**src/rtl/uofc_pkg.sv**
```systemverilog
`default_nettype none

package uofc_pkg;

    // Field widths
    localparam int ECHO_W  = 15;
    localparam int LEVEL_W = 12;
    localparam int TIME_W  = 32;
    localparam int CM_W    = 9;
    localparam int DIST_W  = 18;
    localparam int HGT_W   = 19;   // exact height before saturation
    localparam int Q8_W    = 18;

    localparam logic [ECHO_W-1:0] ECHO_TIMEOUT_US = 15'd30000;

    // dist_q8 = round(echo * 0.0343 / 2 * 256) = floor(echo * 4.3904 + 1/2).
    // Done as (echo * DIST_MULT + DIST_ROUND) >> DIST_SHIFT with DIST_MULT
    // rounded up; the excess stays below 1/1250 over the echo range, so the
    // floor matches exactly.
    localparam int DIST_SHIFT = 27;
    localparam int DIST_MULT_W = 30;
    localparam int DIST_PROD_W = 46;
    localparam longint unsigned DIST_MULT_L =
        (64'd43904 * (64'd1 << DIST_SHIFT) + 64'd9999) / 64'd10000;
    localparam logic [DIST_MULT_W-1:0] DIST_MULT = DIST_MULT_W'(DIST_MULT_L);
    localparam logic [DIST_PROD_W-1:0] DIST_ROUND = DIST_PROD_W'(64'd1 << (DIST_SHIFT - 1));

    // Q8 output limits, in the exact height width
    localparam logic signed [HGT_W-1:0] Q8_MAX_EXT = 19'sd131071;
    localparam logic signed [HGT_W-1:0] Q8_MIN_EXT = -19'sd131072;

    // Status codes
    typedef enum logic [3:0] {
        ST_NONE    = 4'd0,
        ST_LOSS    = 4'd1,
        ST_FLOOD   = 4'd2,
        ST_INCONS  = 4'd3,
        ST_SOLID   = 4'd4,
        ST_STOPPED = 4'd5,
        ST_BLOCKED = 4'd6,
        ST_ASYM    = 4'd7,
        ST_VEHICLE = 4'd8,
        ST_NORMAL  = 4'd9
    } status_t;

    // Lamp patterns: bit0 green, bit1 yellow, bit2 red
    localparam logic [2:0] LAMP_OFF    = 3'b000;
    localparam logic [2:0] LAMP_GREEN  = 3'b001;
    localparam logic [2:0] LAMP_YELLOW = 3'b010;
    localparam logic [2:0] LAMP_RED    = 3'b100;

    // Register indexes
    localparam int REG_IDX_W = 3;
    localparam logic [REG_IDX_W-1:0] REG_MOUNT     = 3'd0;
    localparam logic [REG_IDX_W-1:0] REG_OBST      = 3'd1;
    localparam logic [REG_IDX_W-1:0] REG_LOW       = 3'd2;
    localparam logic [REG_IDX_W-1:0] REG_HIGH      = 3'd3;
    localparam logic [REG_IDX_W-1:0] REG_WATER_THR = 3'd4;
    localparam logic [REG_IDX_W-1:0] REG_WATER_DEB = 3'd5;
    localparam logic [REG_IDX_W-1:0] REG_PERSIST   = 3'd6;

    // Register reset values
    localparam logic [CM_W-1:0]    RST_MOUNT     = 9'd150;
    localparam logic [CM_W-1:0]    RST_OBST      = 9'd5;
    localparam logic [CM_W-1:0]    RST_LOW       = 9'd50;
    localparam logic [CM_W-1:0]    RST_HIGH      = 9'd100;
    localparam logic [LEVEL_W-1:0] RST_WATER_THR = 12'd2000;
    localparam logic [TIME_W-1:0]  RST_WATER_DEB = 32'd20000;
    localparam logic [TIME_W-1:0]  RST_PERSIST   = 32'd60000;

    typedef struct packed {
        logic [CM_W-1:0]    mount;
        logic [CM_W-1:0]    obst;
        logic [CM_W-1:0]    low;
        logic [CM_W-1:0]    high;
        logic [LEVEL_W-1:0] water_thr;
        logic [TIME_W-1:0]  water_deb;
        logic [TIME_W-1:0]  persist;
    } cfg_t;

    // Word between the distance stage and the classifier
    typedef struct packed {
        logic               hv_one;
        logic               hv_two;
        logic [DIST_W-1:0]  dist_one;
        logic [DIST_W-1:0]  dist_two;
        logic [LEVEL_W-1:0] level;
        logic [TIME_W-1:0]  now;
    } front_t;

    // Result word
    typedef struct packed {
        status_t                  status;
        logic                     green;
        logic                     yellow;
        logic                     red;
        logic signed [Q8_W-1:0]   h_one;
        logic                     hv_one;
        logic signed [Q8_W-1:0]   h_two;
        logic                     hv_two;
        logic                     wet;
    } result_t;

endpackage

`default_nettype wire

```
**src/rtl/uofc_regs.sv**
```systemverilog
`default_nettype none

module uofc_regs import uofc_pkg::*; (
    input  wire logic        aclk,
    input  wire logic        aresetn,
    input  wire logic        psel,
    input  wire logic        penable,
    input  wire logic        pwrite,
    input  wire logic [4:0]  paddr,
    input  wire logic [31:0] pwdata,
    output logic [31:0]      prdata,
    output logic             pready,
    output cfg_t             cfg
);

    cfg_t                 cfg_reg;
    logic                 wr_en;
    logic [REG_IDX_W-1:0] idx;

    assign pready = 1'b1;
    assign wr_en  = psel && penable && pwrite;
    assign idx    = paddr[4:2];
    assign cfg    = cfg_reg;

    // Register writes; values masked to register width
    always_ff @(posedge aclk) begin
        if (!aresetn) begin
            cfg_reg.mount     <= RST_MOUNT;
            cfg_reg.obst      <= RST_OBST;
            cfg_reg.low       <= RST_LOW;
            cfg_reg.high      <= RST_HIGH;
            cfg_reg.water_thr <= RST_WATER_THR;
            cfg_reg.water_deb <= RST_WATER_DEB;
            cfg_reg.persist   <= RST_PERSIST;
        end else if (wr_en) begin
            unique case (idx)
                REG_MOUNT:     cfg_reg.mount     <= pwdata[CM_W-1:0];
                REG_OBST:      cfg_reg.obst      <= pwdata[CM_W-1:0];
                REG_LOW:       cfg_reg.low       <= pwdata[CM_W-1:0];
                REG_HIGH:      cfg_reg.high      <= pwdata[CM_W-1:0];
                REG_WATER_THR: cfg_reg.water_thr <= pwdata[LEVEL_W-1:0];
                REG_WATER_DEB: cfg_reg.water_deb <= pwdata;
                REG_PERSIST:   cfg_reg.persist   <= pwdata;
                default: ;
            endcase
        end
    end

    // Read mux
    always_comb begin
        unique case (idx)
            REG_MOUNT:     prdata = {23'b0, cfg_reg.mount};
            REG_OBST:      prdata = {23'b0, cfg_reg.obst};
            REG_LOW:       prdata = {23'b0, cfg_reg.low};
            REG_HIGH:      prdata = {23'b0, cfg_reg.high};
            REG_WATER_THR: prdata = {20'b0, cfg_reg.water_thr};
            REG_WATER_DEB: prdata = cfg_reg.water_deb;
            REG_PERSIST:   prdata = cfg_reg.persist;
            default:       prdata = 32'b0;
        endcase
    end

endmodule

`default_nettype wire

```
**src/rtl/uofc_front.sv**
```systemverilog
`default_nettype none

module uofc_front import uofc_pkg::*; (
    input  wire logic               aclk,
    input  wire logic               aresetn,
    input  wire logic               in_valid,
    output logic                    in_ready,
    input  wire logic [ECHO_W-1:0]  echo_one_us,
    input  wire logic [ECHO_W-1:0]  echo_two_us,
    input  wire logic [LEVEL_W-1:0] water_level,
    input  wire logic [TIME_W-1:0]  now_ms,
    output logic                    stg_valid,
    input  wire logic               stg_ready,
    output front_t                  stg
);

    // Echo time to Q8 distance, one constant multiply
    function automatic logic [DIST_W-1:0] echo_dist(input logic [ECHO_W-1:0] e);
        logic [DIST_PROD_W-1:0] p;
        p = {{(DIST_PROD_W-ECHO_W){1'b0}}, e} * {{(DIST_PROD_W-DIST_MULT_W){1'b0}}, DIST_MULT}
            + DIST_ROUND;
        return p[DIST_SHIFT +: DIST_W];
    endfunction

    function automatic logic echo_ok(input logic [ECHO_W-1:0] e);
        return (e != '0) && (e <= ECHO_TIMEOUT_US);
    endfunction

    logic               in_valid_reg;
    logic [ECHO_W-1:0]  echo_one_reg;
    logic [ECHO_W-1:0]  echo_two_reg;
    logic [LEVEL_W-1:0] level_reg;
    logic [TIME_W-1:0]  now_reg;
    logic               stg_valid_reg;
    front_t             stg_reg;
    logic               adv;

    assign adv       = !stg_valid_reg || stg_ready;
    assign in_ready  = !in_valid_reg || adv;
    assign stg_valid = stg_valid_reg;
    assign stg       = stg_reg;

    // Input register
    always_ff @(posedge aclk) begin
        if (!aresetn) begin
            in_valid_reg <= 1'b0;
        end else if (in_ready) begin
            in_valid_reg <= in_valid;
        end
    end

    always_ff @(posedge aclk) begin
        if (in_valid && in_ready) begin
            echo_one_reg <= echo_one_us;
            echo_two_reg <= echo_two_us;
            level_reg    <= water_level;
            now_reg      <= now_ms;
        end
    end

    // Distance stage
    always_ff @(posedge aclk) begin
        if (!aresetn) begin
            stg_valid_reg <= 1'b0;
        end else if (adv) begin
            stg_valid_reg <= in_valid_reg;
        end
    end

    always_ff @(posedge aclk) begin
        if (adv && in_valid_reg) begin
            stg_reg.hv_one   <= echo_ok(echo_one_reg);
            stg_reg.hv_two   <= echo_ok(echo_two_reg);
            stg_reg.dist_one <= echo_dist(echo_one_reg);
            stg_reg.dist_two <= echo_dist(echo_two_reg);
            stg_reg.level    <= level_reg;
            stg_reg.now      <= now_reg;
        end
    end

endmodule

`default_nettype wire

```
**src/rtl/uofc_classify.sv**
```systemverilog
`default_nettype none

module uofc_classify import uofc_pkg::*; (
    input  wire logic   aclk,
    input  wire logic   aresetn,
    input  wire cfg_t   cfg,
    input  wire logic   stg_valid,
    output logic        stg_ready,
    input  wire front_t stg,
    output logic        out_valid,
    input  wire logic   out_ready,
    output result_t     res
);

    function automatic logic signed [HGT_W-1:0] cm_q8(input logic [CM_W-1:0] c);
        return $signed({2'b00, c, 8'b0});
    endfunction

    function automatic logic signed [Q8_W-1:0] q8_sat(input logic signed [HGT_W-1:0] h,
                                                     input logic v);
        logic signed [Q8_W-1:0] r;
        if (!v)
            r = '0;
        else if (h > Q8_MAX_EXT)
            r = Q8_MAX_EXT[Q8_W-1:0];
        else if (h < Q8_MIN_EXT)
            r = Q8_MIN_EXT[Q8_W-1:0];
        else
            r = h[Q8_W-1:0];
        return r;
    endfunction

    // Timer and lamp state
    logic              water_timing_reg, water_timing_next;
    logic [TIME_W-1:0] water_since_reg, water_since_next;
    logic [1:0]        lane_timing_reg, lane_timing_next;
    logic [TIME_W-1:0] lane_since_reg [2];
    logic [TIME_W-1:0] lane_since_next [2];
    logic [2:0]        lamp_reg, lamp_next;
    logic              out_valid_reg;
    result_t           res_reg;

    logic                     fire;
    logic signed [HGT_W-1:0]  h [2];
    logic [DIST_W-1:0]        dist_q8 [2];
    logic [1:0]               hv, obst, low, high, pers;
    logic [TIME_W-1:0]        lane_eff [2];
    logic                     raw_wet, wet;
    logic [TIME_W-1:0]        water_eff;
    logic                     both_obst, both_free, only_one;
    status_t                  code;

    assign stg_ready = !out_valid_reg || out_ready;
    assign fire      = stg_valid && stg_ready;
    assign out_valid = out_valid_reg;
    assign res       = res_reg;

    assign hv         = {stg.hv_two, stg.hv_one};
    assign dist_q8[0] = stg.dist_one;
    assign dist_q8[1] = stg.dist_two;

    // Water debounce
    always_comb begin
        raw_wet   = stg.level > cfg.water_thr;
        water_eff = water_timing_reg ? water_since_reg : stg.now;
        wet       = raw_wet && ((stg.now - water_eff) >= cfg.water_deb);
        water_timing_next = water_timing_reg;
        water_since_next  = water_since_reg;
        if (fire) begin
            water_timing_next = raw_wet;
            water_since_next  = raw_wet ? water_eff : '0;
        end
    end

    // Per-lane height, thresholds and obstruction timer
    always_comb begin
        for (int i = 0; i < 2; i++) begin
            h[i]        = cm_q8(cfg.mount) - $signed({1'b0, dist_q8[i]});
            obst[i]     = hv[i] && (h[i] > cm_q8(cfg.obst));
            low[i]      = obst[i] && (h[i] < cm_q8(cfg.low));
            high[i]     = obst[i] && (h[i] > cm_q8(cfg.high));
            lane_eff[i] = lane_timing_reg[i] ? lane_since_reg[i] : stg.now;
            pers[i]     = obst[i] && ((stg.now - lane_eff[i]) >= cfg.persist);
            lane_timing_next[i] = lane_timing_reg[i];
            lane_since_next[i]  = lane_since_reg[i];
            if (fire) begin
                lane_timing_next[i] = obst[i];
                lane_since_next[i]  = obst[i] ? lane_eff[i] : '0;
            end
        end
    end

    // Prioritized status
    always_comb begin
        both_obst = obst[0] && obst[1];
        both_free = !obst[0] && !obst[1];
        only_one  = obst[0] != obst[1];
        if (!hv[0] && !hv[1])
            code = ST_LOSS;
        else if (both_obst && low[0] && low[1] && wet)
            code = ST_FLOOD;
        else if (both_free && wet)
            code = ST_INCONS;
        else if (both_obst && low[0] && low[1] && pers[0] && pers[1])
            code = ST_SOLID;
        else if (both_obst && high[0] && high[1] && pers[0] && pers[1])
            code = ST_STOPPED;
        else if (only_one && ((high[0] && pers[0]) || (high[1] && pers[1])))
            code = ST_BLOCKED;
        else if (only_one && ((low[0] && pers[0]) || (low[1] && pers[1])))
            code = ST_ASYM;
        else if (only_one && ((high[0] && !pers[0]) || (high[1] && !pers[1])))
            code = ST_VEHICLE;
        else if (both_free)
            code = ST_NORMAL;
        else
            code = ST_NONE;
    end

    // Lamps hold when no rule matches
    always_comb begin
        lamp_next = lamp_reg;
        if (fire) begin
            case (code) inside
                ST_LOSS, ST_INCONS, ST_SOLID, ST_BLOCKED, ST_ASYM: lamp_next = LAMP_YELLOW;
                ST_FLOOD, ST_STOPPED:                              lamp_next = LAMP_RED;
                ST_VEHICLE, ST_NORMAL:                             lamp_next = LAMP_GREEN;
                default:                                           lamp_next = lamp_reg;
            endcase
        end
    end

    always_ff @(posedge aclk) begin
        if (!aresetn) begin
            water_timing_reg  <= 1'b0;
            water_since_reg   <= '0;
            lane_timing_reg   <= '0;
            lane_since_reg[0] <= '0;
            lane_since_reg[1] <= '0;
            lamp_reg          <= LAMP_OFF;
            out_valid_reg     <= 1'b0;
        end else begin
            water_timing_reg  <= water_timing_next;
            water_since_reg   <= water_since_next;
            lane_timing_reg   <= lane_timing_next;
            lane_since_reg[0] <= lane_since_next[0];
            lane_since_reg[1] <= lane_since_next[1];
            lamp_reg          <= lamp_next;
            if (fire)
                out_valid_reg <= 1'b1;
            else if (out_ready)
                out_valid_reg <= 1'b0;
        end
    end

    // Result register
    always_ff @(posedge aclk) begin
        if (fire) begin
            res_reg.status <= code;
            res_reg.green  <= lamp_next[0];
            res_reg.yellow <= lamp_next[1];
            res_reg.red    <= lamp_next[2];
            res_reg.h_one  <= q8_sat(h[0], hv[0]);
            res_reg.hv_one <= hv[0];
            res_reg.h_two  <= q8_sat(h[1], hv[1]);
            res_reg.hv_two <= hv[1];
            res_reg.wet    <= wet;
        end
    end

endmodule

`default_nettype wire

```
**src/rtl/underpass_obstruction_flood_classifier_unit.sv**
```systemverilog
// A word accepted on s_ passes the input register, the distance multiply stage,
// the classifier and the result register before it appears on m_.
// Throughput: one word per cycle; each stage stalls only when the one after it is full.
// The classifier timers and lamps update once per word, in order, at the result register.
// Reset (aresetn low, synchronous) empties the pipeline, clears timers and lamps
// and loads register defaults.
`default_nettype none

module underpass_obstruction_flood_classifier_unit import uofc_pkg::*; (
    input  wire logic        aclk,
    input  wire logic        aresetn,
    // s_tdata: echo_one_us[14:0], echo_two_us[29:15], water_level[41:30], now_ms[73:42]
    input  wire logic        s_tvalid,
    output logic             s_tready,
    input  wire logic [79:0] s_tdata,
    // m_tdata: status_code[3:0], lamp_green[4], lamp_yellow[5], lamp_red[6],
    // height_one_q8[24:7], height_one_valid[25], height_two_q8[43:26],
    // height_two_valid[44], water_confirmed[45]
    output logic             m_tvalid,
    input  wire logic        m_tready,
    output logic [47:0]      m_tdata,
    input  wire logic        psel,
    input  wire logic        penable,
    input  wire logic        pwrite,
    input  wire logic [4:0]  paddr,
    input  wire logic [31:0] pwdata,
    output logic [31:0]      prdata,
    output logic             pready
);

    cfg_t    cfg;
    front_t  stg;
    logic    stg_valid;
    logic    stg_ready;
    result_t res;

    uofc_regs u_regs (
        .aclk    (aclk),
        .aresetn (aresetn),
        .psel    (psel),
        .penable (penable),
        .pwrite  (pwrite),
        .paddr   (paddr),
        .pwdata  (pwdata),
        .prdata  (prdata),
        .pready  (pready),
        .cfg     (cfg)
    );

    uofc_front u_front (
        .aclk        (aclk),
        .aresetn     (aresetn),
        .in_valid    (s_tvalid),
        .in_ready    (s_tready),
        .echo_one_us (s_tdata[14:0]),
        .echo_two_us (s_tdata[29:15]),
        .water_level (s_tdata[41:30]),
        .now_ms      (s_tdata[73:42]),
        .stg_valid   (stg_valid),
        .stg_ready   (stg_ready),
        .stg         (stg)
    );

    uofc_classify u_classify (
        .aclk      (aclk),
        .aresetn   (aresetn),
        .cfg       (cfg),
        .stg_valid (stg_valid),
        .stg_ready (stg_ready),
        .stg       (stg),
        .out_valid (m_tvalid),
        .out_ready (m_tready),
        .res       (res)
    );

    // Pack result word
    assign m_tdata = {2'b00, res.wet, res.hv_two, res.h_two, res.hv_one, res.h_one,
                      res.red, res.yellow, res.green, res.status};

    // At most one lamp lit
    a_lamp_onehot: assert property (@(posedge aclk) disable iff (!aresetn)
        m_tvalid |-> $onehot0(m_tdata[6:4]))
        else $error("more than one lamp lit");

    // Missing lane one reading gives a zero lane one height
    a_h_one_zero: assert property (@(posedge aclk) disable iff (!aresetn)
        (m_tvalid && !m_tdata[25]) |-> (m_tdata[24:7] == '0))
        else $error("lane one height without reading");

    // Signal loss exactly when neither lane reads
    a_loss: assert property (@(posedge aclk) disable iff (!aresetn)
        m_tvalid |-> ((m_tdata[3:0] == ST_LOSS) == (!m_tdata[25] && !m_tdata[44])))
        else $error("signal loss code mismatch");

    // Normal traffic shows green
    a_normal_green: assert property (@(posedge aclk) disable iff (!aresetn)
        (m_tvalid && (m_tdata[3:0] == ST_NORMAL)) |-> (m_tdata[6:4] == LAMP_GREEN))
        else $error("normal status without green lamp");

endmodule

`default_nettype wire

```
**config.mk**
```make
export PLATFORM = sky130hd
export DESIGN_NAME = underpass_obstruction_flood_classifier_unit
export DESIGN_NICKNAME = d
export VERILOG_FILES = /design/src/rtl/uofc_pkg.sv /design/src/rtl/uofc_regs.sv /design/src/rtl/uofc_front.sv /design/src/rtl/uofc_classify.sv /design/src/rtl/underpass_obstruction_flood_classifier_unit.sv
export SDC_FILE = /design/constraint.sdc
export NUM_CORES = 2
export LEC_CHECK = 0
export BUFFER_PORTS_ARGS = -buffer_cell sky130_fd_sc_hd__buf_2
export CAP_MARGIN = 15
export CORE_MARGIN = 8
export CORE_UTILIZATION = 57
export CTS_BUF_LIST = sky130_fd_sc_hd__clkbuf_16
export DETAILED_ROUTE_END_ITERATION = 6
export GPL_TIMING_DRIVEN = 1
export PLACE_DENSITY = 0.76
export SYNTH_ARGS = -nofsm -noshare
export SYNTH_HDL_FRONTEND = slang
export SYNTH_SLANG_ARGS = --single-unit
```
**constraint.sdc**
```tcl
create_clock -name aclk -period 7.3 [get_ports aclk]
set_input_delay 1.095 -clock aclk [delete_from_list [all_inputs] [get_ports aclk]]
set_output_delay 1.095 -clock aclk [all_outputs]
set_load 0.01 [all_outputs]
```
After elaboration in Yosys (flattened, before gate mapping)
Memories as Yosys holds them, arrays and structs flattened.
Index checks and enable logic that the tools add are counted.
Cells by class
  add/subtract/negate cells: 7
  multiply operators: 2
  divide/modulo/power cells: 0
  magnitude comparators: 16
  eq/ne operators: 16
  shifts and indexed selects: 0
  multiplexer cells: 32
  bitwise gates (word level): 4
  reduce and logical (&&, ||, !) cells: 69
Operator list (number)
  $mux W32: 10
  $pmux W32 S7: 1
  $ge A32 B32 Y1: 3
  $sub A32 B32 Y32: 3
  $add A45 B27 Y45 const B: 2
  $mul A15 B29 Y44 const B: 2
  $gt A19 B18 Y1: 4
  $gt A19 B18 Y1 const B: 2
  $logic_and A1 B1 Y1: 38
  $lt A19 B18 Y1: 2
  $lt A19 B18 Y1 const B: 2
  $sub A17 B18 Y19: 2
  $mux W18: 2
  $mux W4: 9
  $mux W17: 2
  $le A15 B15 Y1 const B: 2
  $reduce_bool A15 Y1: 2
  $eq A4 B3 Y1 const B: 4
  $reduce_and A2 Y1: 7
  $gt A12 B12 Y1: 1
  $mux W3: 4
  $eq A3 B3 Y1 const B: 3
  $logic_not A1 Y1: 9
  $eq A4 B2 Y1 const B: 2
  other kinds (13): 28
Word-level totals
  flip-flop bits (word level): 355
  latch bits: 0
  bits in writable memories: 64
  bits in read-only memories: 0
  input port bits: 124
  output and inout port bits: 83
  memories: 1
Memory list
  u_classify.lane_since_reg: words 2, bits a word 32, rd ports 2, clocked after Yosys merged registers in 0, wr ports 2, RTL line uofc_classify.sv:37  | logic [TIME_W-1:0] lane_since_reg [2];

Longest topological paths before layout
An unclocked memory read counts as a cell.
  word-level depth: 23
  gate-level depth with buffers: 32

Cells and area by module
A second synthesis with hierarchy kept.
Unflattened totals
  cell total of the unflattened synthesis: 4338
  area total of the unflattened synthesis: 39700.6 um^2
By module, submodules not included
  uofc_front: times used 1, cells each 1723, area each 18267.5 um^2, sequential area each 4724.5 um^2
  uofc_classify: times used 1, cells each 2058, area each 16270.6 um^2, sequential area each 3443.3 um^2
  uofc_regs: times used 1, cells each 554, area each 5143.7 um^2, sequential area each 2242.2 um^2
  underpass_obstruction_flood_classifier_unit: times used 1, cells each 3, area each 18.8 um^2, sequential area each 0.0 um^2

Worst setup path after synthesis
No wires, ideal clock.
  path kind: in2reg
  start: input port m_tready
  end: register u_front.stg_reg (netlist bit u_front.stg[0]), enable pin
  setup time: 648 ps
  data arrival time: 7137 ps
  data required time: 6652 ps
  slack: -484 ps
  stages: 2
  buffers on the path: 0
  cell sequence: nor2b_1 > a21boi_0
Between the ends
  longest elaborated chain between the ends: 3
Ends and longest elaborated chain
  from (decl): RTL line underpass_obstruction_flood_classifier_unit.sv:20  | input wire logic m_tready,
  $logic_or A1 B1 Y1: RTL line uofc_classify.sv:53  | assign stg_ready = !out_valid_reg || out_ready;
  $logic_or A1 B1 Y1: RTL line uofc_front.sv:38  | assign adv = !stg_valid_reg || stg_ready;
  $logic_and A1 B1 Y1: RTL line uofc_front.sv:71  | if (adv && in_valid_reg) begin
  to (decl): RTL line uofc_front.sv:35  | front_t stg_reg;
Every way passes these cells.
A chain may end at the register's enable or synchronous reset.

Worst setup path in the final report
  start: register u_front.echo_two_reg[7]
  end: register u_front.stg_reg (netlist bit u_front.stg[60]) (data pin)
Between the ends
  longest elaborated chain between the ends: 2
Ends and longest elaborated chain
  from (decl): RTL line uofc_front.sv:31  | logic [ECHO_W-1:0] echo_two_reg;
  from (signal assigned): RTL line uofc_front.sv:55  | echo_two_reg <= echo_two_us;
  $mul A15 B29 Y44: RTL line uofc_front.sv:20  | p = {{(DIST_PROD_W-ECHO_W){1'b0}}, e} * {{(DIST_PROD_W-DIST_MULT_W){1'b0}}, DIST_MULT}
  $add A45 B27 Y45: RTL line uofc_front.sv:21  | + DIST_ROUND;
Every way passes these cells.

==> run metrics <==
Pins Over Slew Limit=0; Synth top area share=0.206; Fin. Hold Viols=0; commonest cells after routing, fill and taps aside=617 x ha_1, 486 x inv_1, 316 x a21oi_1, 310 x nand2_1, 256 x nor2_1; most area-consuming cells after synthesis=ha_1 21%, edfxtp_1 16%, dfxtp_1 11%, fa_1 10%, inv_1 4.8%; Syn-to-layout area delta=12.1%; r2r startpoint=u_front.echo_two_reg[7]$_DFFE_PP_; Avg WL per Cell=19.1 um; Critical Path End Type=flop; Setup violations, final=0; clk_skew=19.8 ps; CP startpoint kind=flop; Port Buffers=~200; Worst path slowest cell=fa_2; Post-CTS Hold Fix Bufs=0; Clock Latency Late Sink=610 ps; met2 usage=0.445; GRT Util Overall=0.262; max FFs per register=112; Core Region=between 60000 and 70000 um2; DPL Wire Length=79.2 mm; Main synth FF type=dfxtp_1; Final Net Count=roughly 5300; Post-Syn Area=37800 um2; post-synth top area cell=ha_1; dpl ws=-134 ps; maximum clock frequency=140 MHz; layout cell share with drive strength beyond 1=0.116; TritonCTS Buffers=49; global-route met3 utilization=0.0450; CTS H-tree depth=2; Reg2Reg Setup Slack=150 ps; first-pass GRT wire length=about 160 mm; worst reg2reg path depth=24; crit path DAT=7500 ps; routed via count=30421; RSZ-0062 raised after global routing=true; Worst Hold End=u_front.stg[15]$_DFFE_PP_; 1st-pass router iterations=6; antenna-violating nets left=0; CP required=~7700 ps; hold path depth=0; post-layout util=0.645; DRT iter0 DRCs=roughly 2300; Worst-path clk slew=around 60 ps; Leak=18.9 nW; Via-to-Cell Ratio=roughly 5.8; gpl congestion=approximately 0.92; yosys warns=0; Worst path max stage delay=approximately 600 ps; CTS sink count=419; Post-Synthesis Cells=approximately 4100; crit path kind=reg2reg; most used routing layer in global routing=met2; GRT Residual Overflow=0; Die W=274 um; PwrDens=roughly 500 nW/um2; root buf cell=clkbuf_16; setup slack after layout=about 150 ps; clk buf depth=3; Synth Register Bits=419; asr flop ratio synth=0; die height=274 um; Min-Delay Startpoint=u_front.now_reg[15]$_DFFE_PP_; Tcrit/Tclk final=0.979; die area=approximately 75000 um2; total routed wirelength=100 mm; Initial Util=0.575; Worst VDD drop=about 850 uV; Top Ports=207; largest net degree at the start of global routing=80; DRC Markers=0; commonest non-fill, non-tap cell in the layout=ha_1; slew margin rel.=0.185; Worst-Margin Slew=1220 ps; Min Hold Slack=415 ps; initial antenna violation count=11; Seq/Total Area, Yosys=0.275; Post-synth EDFFs=202; Synth Area per Inst=9.31 um2; worst hold path type=reg2reg; vias in the first global route=30020; post-synth cell types=92; met1 Usage GRT=0.339; Cell Rows=94; worst r2r dst=u_front.stg[60]$_DFFE_PP_; CTS tree=done; Period minus WS final=between 7000 and 8000 ps; crit-path cells=fa_2 -> buf_4 -> ha_1 -> inv_1 -> fa_1 -> inv_1 -> fa_1 -> fa_2 -> fa_1 -> ha_1 -> buf_4 -> and3_1 -> and2_1 -> and3_1 -> a211o_1 -> o211ai_1 -> buf_4 -> mux2i_2 -> o21ai_1 -> or3b_2 -> or3b_2 -> nor3_2 -> xnor2_1 -> xnor2_1; outcome=finished clean; max-cap violation count=0; crit-path max FO=6
==> layout make-up <==
class | count | area, um2
Clock buffer | 50 | 1250
Antenna cell | 11 | 27.5
Sequential cell | 419 | 10400
Inverter | 484 | 1820
Timing Repair Buffer | 325 | 2000
Clock inverter | 42 | 373
Tap cell | 864 | 1080
Multi-Input combinational cell | 3036 | 25400
Fill cell | 5373 | 23400
==> synth_stat cells, types with 100 or more instances <==
master	instances
ha_1	624
inv_1	483
a21oi_1	320
nand2_1	312
nor2_1	256
dfxtp_1	217
edfxtp_1	202
fa_1	197
o21ai_0	143
nor3_1	137
mux2i_1	120
xnor2_1	113
clkbuf_1	100
==> through the flow <==
step                      instances  total power, W  area [um2]  setup TNS, ps
final                          5231          0.0212       42400              0
after global routing           5222          0.0231       42400           -115
after CTS                      5208          0.0206       42000              0
after detailed placement       5116          0.0178       40300           -134
after global placement         5116          0.0175       40300          -8.96
after floorplan                4061          0.0137       37800              0
==> how the worst max path moves through the flow <==
| stage | end | start | cells past startpoint | slack [ps] |
|---|---|---|---|---|
| after floorplan | u_front.stg[79]$_DFFE_PP_ | u_front.echo_one_reg[3]$_DFFE_PP_ | 24 | 20 |
| after global placement | u_front.stg[79]$_DFFE_PP_ | u_front.echo_one_reg[3]$_DFFE_PP_ | 27 | -9 |
| after detailed placement | u_front.stg[79]$_DFFE_PP_ | u_front.echo_one_reg[3]$_DFFE_PP_ | 27 | -130 |
| after CTS | u_front.stg[79]$_DFFE_PP_ | u_front.echo_one_reg[5]$_DFFE_PP_ | 27 | 20 |
| after global routing | u_front.stg[60]$_DFFE_PP_ | u_front.echo_two_reg[7]$_DFFE_PP_ | 23 | -70 |
| final | u_front.stg[60]$_DFFE_PP_ | u_front.echo_two_reg[7]$_DFFE_PP_ | 24 | 150 |
==> cells by family (layout without fill, tap and decap cells) <==
| family | Yosys count | count (layout) | synth area share |
|---|---|---|---|
| and+or+nand+nor | 1054 | 1054 | 0.134 |
| AOI/OAI and AO/OA | 849 | 849 | 0.142 |
| adders and majority gates | 823 | 823 | 0.311 |
| buffers and inverters | 606 | 901 | 0.0610 |
| DFF | 419 | 419 | 0.275 |
| xor gates and xnor gates | 178 | 178 | 0.0412 |
| muxes | 129 | 129 | 0.0353 |
| other | 2 | 14 | 0.000199 |
==> routing by layer <==
layer	wire length, um	part of all wire
met5	25	0.00025
met2	47600	0.48
met3	7200	0.072
met1	42200	0.42
met4	3010	0.030
==> report_power, final <==
| part | switching [W] | internal (W) |
|---|---|---|
| logic | 0.00851 | 0.00695 |
| clock network | 0.00104 | 0.00143 |
| registers | 0.000178 | 0.00312 |
| total | 0.00973 | 0.0115 |
==> worst max-delay path, delay by kind of cell (launching register included) <==
family / cells / cell delay [ps]
adders and majority gates: 7 / 3080
and+or+nand+nor: 6 / 1780
buffers and inverters: 5 / 600
DFF: 1 / 520
AOI/OAI and AO/OA: 3 / 450
xor gates and xnor gates: 2 / 250
muxes: 1 / 230
==> repair_timing <==
item | in CTS | in global routing
resized for setup | 9 | 56
buffers inserted | 0 | 11
pin swaps | 2 | 25
setup endpoints to repair | 1 | 16
(Power assumes the default switching activity.)
